--- src/hdl/vsc_pkg.sv ---
// Package for the Vigenere symbol cipher: alphabet tables, widths and
// register codes shared by the key store, the substitution unit and the top level.
// It depends on nothing else.
package vsc_pkg;

   localparam int unsigned KEY_MAX_BYTES_DEFAULT = 32;
   localparam int unsigned ALPHA_SIZE            = 89;
   localparam int unsigned SYM_W                 = 8;
   localparam int unsigned IDX_W                 = 7;
   localparam int unsigned LEN_W                 = 6;
   localparam int unsigned CSR_INDEX_W           = 3;
   localparam int unsigned CSR_DATA_W            = 64;
   localparam int unsigned KEY_WORD_BYTES        = 8;

   typedef enum logic [CSR_INDEX_W-1:0] {
      CSR_MODE        = 3'd0,
      CSR_KEY_LENGTH  = 3'd1,
      CSR_KEY_LO      = 3'd2,
      CSR_KEY_MID_LO  = 3'd3,
      CSR_KEY_MID_HI  = 3'd4,
      CSR_KEY_HI      = 3'd5
   } csr_reg_type;

   typedef enum logic {
      MODE_ENCRYPT = 1'b0,
      MODE_DECRYPT = 1'b1
   } mode_type;

   typedef struct packed {
      mode_type               mode;
      logic [SYM_W-1:0]       key_byte;
   } key_sel_type;

   // Alphabet index of a byte, or ALPHA_SIZE when the byte is not in the alphabet.
   function automatic logic [IDX_W-1:0] symbol_index(input logic [SYM_W-1:0] c);
      logic [IDX_W-1:0] idx;
      idx = IDX_W'(ALPHA_SIZE);
      case (c) inside
         [8'h30:8'h39]: idx = IDX_W'(c - 8'h30);
         [8'h41:8'h5A]: idx = IDX_W'(c - 8'h41 + 8'd10);
         [8'h61:8'h7A]: idx = IDX_W'(c - 8'h61 + 8'd36);
         [8'h20:8'h2F]: idx = IDX_W'(c - 8'h20 + 8'd62);
         [8'h3A:8'h3F]: idx = IDX_W'(c - 8'h3A + 8'd78);
         8'h60:         idx = 7'd84;
         8'h7B:         idx = 7'd85;
         8'h7D:         idx = 7'd86;
         8'h7C:         idx = 7'd87;
         8'h7E:         idx = 7'd88;
         default:       idx = IDX_W'(ALPHA_SIZE);
      endcase
      return idx;
   endfunction

   // Byte at an alphabet index below ALPHA_SIZE.
   function automatic logic [SYM_W-1:0] symbol_at(input logic [IDX_W-1:0] i);
      logic [SYM_W-1:0] c;
      logic [SYM_W-1:0] ie;
      ie = SYM_W'(i);
      c  = 8'h20;
      case (i) inside
         [7'd0:7'd9]:   c = 8'h30 + ie;
         [7'd10:7'd35]: c = 8'h41 + ie - 8'd10;
         [7'd36:7'd61]: c = 8'h61 + ie - 8'd36;
         [7'd62:7'd77]: c = 8'h20 + ie - 8'd62;
         [7'd78:7'd83]: c = 8'h3A + ie - 8'd78;
         7'd84:         c = 8'h60;
         7'd85:         c = 8'h7B;
         7'd86:         c = 8'h7D;
         7'd87:         c = 8'h7C;
         7'd88:         c = 8'h7E;
         default:       c = 8'h20;
      endcase
      return c;
   endfunction

endpackage

--- src/hdl/vsc_key_store.sv ---
// Key store of the Vigenere symbol cipher: configuration registers and the
// key position counter that picks one key byte for each accepted transfer.
// It depends on vsc_pkg.
module vsc_key_store
   import vsc_pkg::*;
#(
   parameter int unsigned KEY_MAX_BYTES = KEY_MAX_BYTES_DEFAULT
) (
   input  logic                   clock,
   input  logic                   reset,
   input  logic                   csr_write,
   input  logic [CSR_INDEX_W-1:0] csr_index,
   input  logic [CSR_DATA_W-1:0]  csr_wdata,
   input  logic                   step,
   input  logic                   restart,
   output key_sel_type            key_sel
);

   localparam int unsigned POS_W = (KEY_MAX_BYTES > 1) ? $clog2(KEY_MAX_BYTES) : 1;

   mode_type         mode_ff;
   logic [LEN_W-1:0] key_length_ff;
   logic [SYM_W-1:0] key_ff [KEY_MAX_BYTES];
   logic [POS_W-1:0] pos_ff;
   logic [POS_W-1:0] pos_in;

   logic [LEN_W-1:0] len_eff;
   logic [POS_W-1:0] pos_sel;
   logic [LEN_W-1:0] pos_start;
   logic [LEN_W-1:0] pos_inc;

   always_ff @(posedge clock) begin
      if (reset) begin
         mode_ff       <= MODE_ENCRYPT;
         key_length_ff <= LEN_W'(1);
      end else if (csr_write) begin
         unique case (csr_index)
            CSR_MODE:       mode_ff <= mode_type'(csr_wdata[0]);
            CSR_KEY_LENGTH: key_length_ff <= csr_wdata[LEN_W-1:0];
            default:        ;
         endcase
      end
   end

   for (genvar n = 0; n < KEY_MAX_BYTES; n++) begin : g_key_byte
      always_ff @(posedge clock) begin
         if (reset) begin
            key_ff[n] <= '0;
         end else if (csr_write &&
                      csr_index == CSR_INDEX_W'(int'(CSR_KEY_LO) + n / KEY_WORD_BYTES)) begin
            key_ff[n] <= csr_wdata[(n % KEY_WORD_BYTES) * SYM_W +: SYM_W];
         end
      end
   end

   always_comb begin
      if (key_length_ff == '0) begin
         len_eff = LEN_W'(1);
      end else if (key_length_ff > LEN_W'(KEY_MAX_BYTES)) begin
         len_eff = LEN_W'(KEY_MAX_BYTES);
      end else begin
         len_eff = key_length_ff;
      end

      pos_start = restart ? '0 : LEN_W'(pos_ff);
      if (pos_start >= len_eff) begin
         pos_start = '0;
      end
      pos_sel = pos_start[POS_W-1:0];

      pos_inc = pos_start + LEN_W'(1);
      if (pos_inc >= len_eff) begin
         pos_in = '0;
      end else begin
         pos_in = pos_inc[POS_W-1:0];
      end
   end

   always_ff @(posedge clock) begin
      if (reset) begin
         pos_ff <= '0;
      end else if (step) begin
         pos_ff <= pos_in;
      end
   end

   assign key_sel.mode     = mode_ff;
   assign key_sel.key_byte = key_ff[pos_sel];

endmodule

--- src/hdl/vsc_substitute.sv ---
// Substitution unit of the Vigenere symbol cipher: alphabet lookups of the
// message and key bytes and the add or subtract modulo the alphabet size.
// It depends on vsc_pkg.
module vsc_substitute
   import vsc_pkg::*;
(
   input  logic [SYM_W-1:0] symbol_in,
   input  key_sel_type      key_sel,
   output logic [SYM_W-1:0] symbol_out
);

   logic [IDX_W-1:0] m_idx;
   logic [IDX_W-1:0] k_idx;
   logic [IDX_W:0]   sum;
   logic [IDX_W:0]   reduced;

   always_comb begin
      m_idx = symbol_index(symbol_in);
      k_idx = symbol_index(key_sel.key_byte);

      if (key_sel.mode == MODE_DECRYPT) begin
         sum = {1'b0, m_idx} + (IDX_W+1)'(ALPHA_SIZE) - {1'b0, k_idx};
      end else begin
         sum = {1'b0, m_idx} + {1'b0, k_idx};
      end

      if (sum >= (IDX_W+1)'(ALPHA_SIZE)) begin
         reduced = sum - (IDX_W+1)'(ALPHA_SIZE);
      end else begin
         reduced = sum;
      end

      if (m_idx < IDX_W'(ALPHA_SIZE) && k_idx < IDX_W'(ALPHA_SIZE)) begin
         symbol_out = symbol_at(reduced[IDX_W-1:0]);
      end else begin
         symbol_out = symbol_in;
      end
   end

endmodule

--- src/hdl/vigenere_symbol_cipher.sv ---
// Vigenere symbol cipher over an 89-symbol alphabet, one byte per transfer.
// A result passes through the input register, then the result register, before it is offered
// and transferred on the response channel. Throughput: one byte per cycle, limited only by
// the result channel's stall. Reset is synchronous and active high: mode encrypt, key
// length 1, key bytes zero, key position zero, both stages empty.
module vigenere_symbol_cipher
   import vsc_pkg::*;
#(
   parameter int unsigned KEY_MAX_BYTES = KEY_MAX_BYTES_DEFAULT
) (
   input  logic                   clock,
   input  logic                   reset,
   input  logic                   req_valid,
   output logic                   req_stall,
   input  logic [SYM_W-1:0]       req_symbol_in,
   input  logic                   req_restart,
   output logic                   rsp_valid,
   input  logic                   rsp_stall,
   output logic [SYM_W-1:0]       rsp_symbol_out,
   input  logic                   csr_valid,
   output logic                   csr_ready,
   input  logic [CSR_INDEX_W-1:0] csr_index,
   input  logic [CSR_DATA_W-1:0]  csr_wdata
);

   logic             in_valid_ff;
   logic [SYM_W-1:0] in_symbol_ff;
   key_sel_type      in_key_ff;
   logic             out_valid_ff;
   logic [SYM_W-1:0] out_symbol_ff;

   logic             out_load;
   logic             in_load;
   logic             req_take;
   key_sel_type      key_sel;
   logic [SYM_W-1:0] sub_symbol;

   assign out_load  = !out_valid_ff || !rsp_stall;
   assign in_load   = !in_valid_ff || out_load;
   assign req_stall = !in_load;
   assign req_take  = req_valid && in_load;
   assign csr_ready = 1'b1;

   vsc_key_store #(
      .KEY_MAX_BYTES (KEY_MAX_BYTES)
   ) u_key_store (
      .clock     (clock),
      .reset     (reset),
      .csr_write (csr_valid && csr_ready),
      .csr_index (csr_index),
      .csr_wdata (csr_wdata),
      .step      (req_take),
      .restart   (req_restart),
      .key_sel   (key_sel)
   );

   vsc_substitute u_substitute (
      .symbol_in  (in_symbol_ff),
      .key_sel    (in_key_ff),
      .symbol_out (sub_symbol)
   );

   always_ff @(posedge clock) begin
      if (reset) begin
         in_valid_ff  <= 1'b0;
         out_valid_ff <= 1'b0;
      end else begin
         if (in_load) begin
            in_valid_ff <= req_valid;
         end
         if (out_load) begin
            out_valid_ff <= in_valid_ff;
         end
      end
   end

   always_ff @(posedge clock) begin
      if (req_take) begin
         in_symbol_ff <= req_symbol_in;
         in_key_ff    <= key_sel;
      end
      if (out_load && in_valid_ff) begin
         out_symbol_ff <= sub_symbol;
      end
   end

   assign rsp_valid      = out_valid_ff;
   assign rsp_symbol_out = out_symbol_ff;

endmodule
--- config.mk ---
export PLATFORM = sky130hd
export DESIGN_NAME = vigenere_symbol_cipher
export DESIGN_NICKNAME = d
export VERILOG_FILES = /design/src/hdl/vsc_pkg.sv /design/src/hdl/vsc_key_store.sv /design/src/hdl/vsc_substitute.sv /design/src/hdl/vigenere_symbol_cipher.sv
export SDC_FILE = /design/constraint.sdc
export NUM_CORES = 1
export LEC_CHECK = 0
export ABC_AREA = 1
export ABC_CLOCK_PERIOD_IN_PS = 6500
export BUFFER_PORTS_ARGS = -buffer_cell sky130_fd_sc_hd__buf_2
export CORE_MARGIN = 8
export CORE_UTILIZATION = 40
export DETAILED_ROUTE_END_ITERATION = 10
export GPL_ROUTABILITY_DRIVEN = 0
export PLACE_DENSITY_LB_ADDON = 0.08
export SYNTH_ARGS = -nofsm -noshare
export SYNTH_HDL_FRONTEND = slang
export SYNTH_SLANG_ARGS = --single-unit
export TNS_END_PERCENT = 30
--- constraint.sdc ---
create_clock -name clock -period 6.5 [get_ports clock]
set_input_delay 1.3 -clock clock [delete_from_list [all_inputs] [get_ports clock]]
set_output_delay 1.3 -clock clock [all_outputs]
set_load 0.005 [all_outputs]
# Word-level counts from Yosys, hierarchy flattened
# Memory sizes are Yosys's and may differ from the RTL's. A register that Yosys moved wholly into a read port is not among the register bits.
# Cells that the tools add are included.
# word_totals
in_bits	81
regBits	31
out_inout_bits	11
latch_bits	0
wordCells	245
rom_bits	0
ramBits	256
mem_count	1
# mem_list
memory	words	word_bits	rd	rd_ports_with_merged_regs	write_ports	line	rtl
u_key_store.key_ff	32	8	1	1	32	vsc_key_store.sv:23	logic [SYM_W-1:0] key_ff [KEY_MAX_BYTES];
# classes
reduce_logical	32
n_lt_le_gt_ge	36
shifts	0
n_div	0
n_addsub	32
bitwise_logic	32
n_mul	0
n_mux	84
eq_ne	20
# op_table
op	n
8-bit two-way mux	43
7-bit two-way mux	20
8-bit by 7-bit == test with 1-bit output, second input constant	10
8-bit by 6-bit greater-or-equal comparator with 1-bit output, second input constant	6
8-bit by 6-bit less-or-equal comparator with 1-bit output, second input constant	6
7-bit by 6-bit subtractor with 7-bit output, second input constant	6
8-bit by 7-bit greater-or-equal comparator with 1-bit output, second input constant	5
7-bit == test, second input constant	5
7-bit subtractor, second input constant	5
8-bit by 7-bit less-or-equal comparator with 1-bit output, second input constant	4
1-bit bitwise OR	32
7-bit by 6-bit adder with 7-bit output, second input constant	4
6-bit by 7-bit adder with 8-bit output, first input constant	3
1-bit logical AND	22
6-bit two-way mux	3
7-bit by 7-bit adder with 8-bit output, first input constant	2
1-bit two-way mux	16
8-bit by 6-bit subtractor with 8-bit output, second input constant	2
7-bit by 4-bit adder with 7-bit output, second input constant	2
7-bit adder, second input constant	2
7-bit by 6-bit greater-or-equal comparator with 1-bit output, second input constant	2
7-bit by 6-bit less-or-equal comparator with 1-bit output, second input constant	2
7-bit less-or-equal comparator, second input constant	2
7-bit less-than comparator, second input constant	2
other kinds (21)	30

# Logic depth before layout (Yosys ltp)
# logic_depth
word_depth	28
ltp_mapped	42
mapped_depth_nobuf	41

# Hierarchy
# Synthesis repeated with hierarchy kept, for this count alone.
# unflattened
cells_unflattened	2326
area_unflattened_um2	18632.9
# modules_own_cells
module	area_per_inst_um2	cells_each	instances
vsc_key_store	13606.8	1570	1
vsc_substitute	4172.8	717	1
vigenere_symbol_cipher	853.3	39	1

# Worst setup path before layout
# No wires, ideal clock.
# synth_timing
path_type	input-to-reg
from	input port csr_valid
to	memory u_key_store.key_ff[0][0], enable pin
arrival_ps	6375
path_slack_ps	-456
required_time_ps	5918
n_path_buf	0
path_stages	4
path_cell_list	inv_1 nor2_1 inv_1 o31ai_1
# synth_lines
item	line	rtl
start, declared	vigenere_symbol_cipher.sv:20	input logic csr_valid,
end, declared	vsc_key_store.sv:23	

# Final worst setup path
# layout_timing
from	register in_symbol_ff[4]
to	register out_symbol_ff[0] (netlist: rsp_symbol_out[0]) (data pin)
# layout_between
elab_chain_len	27
elab_cells_between_ends	86
# layout_rtl
item	line	rtl
start, declared	vigenere_symbol_cipher.sv:27	logic [SYM_W-1:0] in_symbol_ff;
start signal, assigned	vigenere_symbol_cipher.sv:79	in_symbol_ff <= req_symbol_in;
branches (longest 10 deep; another with 7-bit by 6-bit subtractor with 7-bit output)	--	
7-bit two-way mux (*)	vsc_pkg.sv:38	case (c) inside
branches (longest 15 deep; another with 7-bit by 7-bit adder with 8-bit output)	--	
8-bit two-way mux (*)	vsc_substitute.sv:33	if (m_idx < IDX_W'(ALPHA_SIZE) && k_idx < IDX_W'(ALPHA_SIZE)) begin
named net sub_symbol[0]	vigenere_symbol_cipher.sv:36	logic [SYM_W-1:0] sub_symbol;
end signal, assigned	vigenere_symbol_cipher.sv:83	out_symbol_ff <= sub_symbol;
end, declared	vigenere_symbol_cipher.sv:30	logic [SYM_W-1:0] out_symbol_ff;
# Mark *: on every way through the listed nets, which the timed path passes.
# A chain may end at the register's enable or synchronous reset.

==> impl_metrics.json <==
{
  "path_clk_slew_ns": 0.06,
  "cts_tree": "yes",
  "fillers": 4246,
  "grt_first_pass_wirelength_mm": 78.1,
  "outcome": "completed",
  "cts_buffers": 36,
  "grt_max_degree": 129,
  "grtUsageTotal": 0.199,
  "r2r-start": "in_symbol_ff[4]$_DFFE_PP_",
  "wl_per_cell_um": 19.2,
  "drtIter0Drc": 1213,
  "slowest_delay_ns": 0.62,
  "yosysTopAreaCell": "edfxtp_1",
  "syn_area_sq_um": 17200,
  "clockRootBuffer": "clkbuf_16",
  "grt_setup_unrepaired": "false",
  "drc": 0,
  "design_area_sq_um": 19300,
  "ys_types": 54,
  "antenna_found_initial": 3,
  "hold_viol_final": 0,
  "startpoint_type": "flop",
  "start_util": 0.402,
  "reg2reg_depth": 35,
  "fin_util": 0.451,
  "postRouteAntennaNets": 0,
  "synth_edf_count": 281,
  "synth_warnings": 0,
  "setup.worst_path.end": "rsp_symbol_out[0]$_DFFE_PP_",
  "synthCells": 1973,
  "post-route-period-util": 0.884,
  "die_x_um": 223,
  "clock_skew_ns": 0.0188,
  "dpl_cell_area_sq_um": 18200,
  "critPathMostFrequentCell": "nand2_1",
  "area_growth_pct": 12.1,
  "final_nets": 2180,
  "dr.pass1.iters": 5,
  "h-tree-depth": 2,
  "p_leak_nw": 8.26,
  "max-slew-margin-rel": 0.338,
  "syn_nets": 2126,
  "clock_sinks": 295,
  "synth_top_flop_cell": "edfxtp_1",
  "ys_ff_latch": 295,
  "fmax_mhz": 174,
  "synth_top_area_frac": 0.490,
  "die_height_um": 223,
  "critPathSlowestCell": "edfxtp_1",
  "ctsHoldBuffers": 0,
  "synth_area_leaders": "edfxtp_1 (49%), nor2_1 (9.9%), nand3_1 (5.1%)",
  "hold-worst-slack_ns": 0.469,
  "dieArea_sq_um": 49900,
  "dp_hpwl_mm": 32.6,
  "peakVddDrop_mv": 0.291,
  "port-buffer-count": 90,
  "p_per_area_nw_per_um2": 306,
  "regArea_sq_um": 8720,
  "synth-async-reset-ratio": 0,
  "setup_violations": 0,
  "hold_class": "reg2reg",
  "cp.arrival_ns": 6.06,
  "critical_path_class": "reg2reg",
  "crit_required_ns": 6.81,
  "reg2reg_slack_ns": 0.75,
  "clock_path_buffers": 3,
  "route.vias.total": 13700,
  "syn_area_per_cell_sq_um": 8.72,
  "cts_resized": 0,
  "r2r_end": "rsp_symbol_out[0]$_DFFE_PP_",
  "crit_path_start": "in_symbol_ff[4]$_DFFE_PP_",
  "worstMarginPinSlew_ns": 0.993,
  "grt_overflow": 0,
  "ys_top_cells_by_count": "nor2_1 (453), edfxtp_1 (281), nand2_1 (235), inv_1 (183), nand3_1 (177)",
  "routed_wl_mm": 50.0,
  "num_antenna_cells": 0,
  "ys_seq_area_frac": 0.507,
  "multi_input_area_sq_um": 7410,
  "crit_path_end_kind": "flop",
  "fin_crit_ns": 5.75,
  "drive_gt1_frac": 0.143,
  "clk_latency_ns": 0.56,
  "ioPinCount": 92,
  "yosys.cell_count.top_type": "nor2_1",
  "core_area_sq_um": 42800,
  "first_global_vias": 13600,
  "path_max_fanout": 11,
  "vias_per_cell": 5.26,
  "maxCapViolCount": 0,
  "drv_slew": 0,
  "rows": 76,
  "postCtsSetupRepairBufs": 0
}
[placed cells by master, fill, tap and decap left out, types with 6 or more instances in the layout]
master     instances
nor2_1           452
edfxtp_1         281
nand2_1          232
inv_1            182
nand3_1          177
o21ai_0          113
buf_2             90
o211ai_1          71
ha_1              70
or2_2             66
a21oi_1           43
clkbuf_16         37
xor2_1            30
nand2_2           20
nand4_1           16
nand2_4           16
buf_4             15
dfxtp_1           14
clkinv_1          12
clkbuf_1          12
inv_2             11
a31oi_1           11
o21ai_1            9
xnor2_1            7
nor2_4             6
[critical path, delay by kind of cell, from the launching register on]
kind	cells	cell delay [ns]
AOI/OAI and AO/OA	3	0.38
DFF	1	0.62
buffers and inverters	6	0.91
adders and majority gates	3	1.28
and+or+nand+nor	22	2.16
xor gates and xnor gates	1	0.16
[per-layer routing]
layer | global-route usage | vias up | share of wire
met3 | 0.0301 | 71 | 0.049
met2 | 0.348 | 359 | 0.50
li1 | - | 6714 | -
met1 | 0.250 | 6527 | 0.43
met4 | 0.0593 | 6 | 0.021
met5 | 0 | - | 0.00086
[through the flow]
step           setup TNS (ns)  setup slack [ns]  instances  power [mW]
2_1_floorplan          -58.34            -0.456       1973        3.65
3_3_place_gp                0             0.786       2535        4.02
3_5_place_dp                0             0.818       2535        4.01
4_1_cts                     0             0.790       2601        5.95
5_1_grt                     0             0.253       2601        6.23
6_report                    0             0.751       2601        5.90
[state kept, by name, indices dropped and copies added (netlist names)]
signal	cells
u_key_store.mode_ff	1
in_key_ff	9
u_key_store.key_length_ff	6
in_valid_ff	1
in_symbol_ff	8
rsp_valid	1
u_key_store.key_ff	256
u_key_store.pos_ff	5
rsp_symbol_out	8
[worst min-delay path by stage]
| stage | startpoint | to | slack, ns | cells after the start |
|---|---|---|---|---|
| 2_1_floorplan | u_key_store.mode_ff$_SDFFE_PP0P_ | in_key_ff[8]$_DFFE_PP_ | 0.41 | 0 |
| 3_3_place_gp | u_key_store.pos_ff[3]$_SDFFE_PP0P_ | u_key_store.pos_ff[3]$_SDFFE_PP0P_ | 0.45 | 2 |
| 3_5_place_dp | u_key_store.pos_ff[2]$_SDFFE_PP0P_ | u_key_store.pos_ff[2]$_SDFFE_PP0P_ | 0.46 | 2 |
| 4_1_cts | u_key_store.pos_ff[2]$_SDFFE_PP0P_ | u_key_store.pos_ff[2]$_SDFFE_PP0P_ | 0.47 | 2 |
| 5_1_grt | u_key_store.pos_ff[2]$_SDFFE_PP0P_ | u_key_store.pos_ff[2]$_SDFFE_PP0P_ | 0.49 | 2 |
| 6_report | u_key_store.pos_ff[1]$_SDFFE_PP0P_ | u_key_store.pos_ff[1]$_SDFFE_PP0P_ | 0.47 | 2 |
[kinds of logic (layout without fill, tap and decap cells)]
group,count (synthesis),in the layout,synth area share
AOI/OAI and AO/OA,270,270,0.0937
xor gates and xnor gates,38,38,0.0204
adders and majority gates,72,72,0.0532
buffers and inverters,291,373,0.0660
DFF,295,295,0.507
other,1,1,0.000218
and+or+nand+nor,1006,1006,0.260
[layout make-up]
class,instances,area share
clock inverters,14,0.00519
repair buffers,107,0.0313
well taps,546,0.0354
flip-flops and latches,295,0.452
inverters,200,0.0393
clock buffers,52,0.0525
multi-input cells,1387,0.384
[power breakdown]
group	switching, mW	total [mW]	internal [mW]
Combinational	1.14	1.70	0.566
Sequential	0.0500	2.28	2.23
Clock	0.826	1.92	1.10
Note: power is estimated with default switching activity, not from simulation.
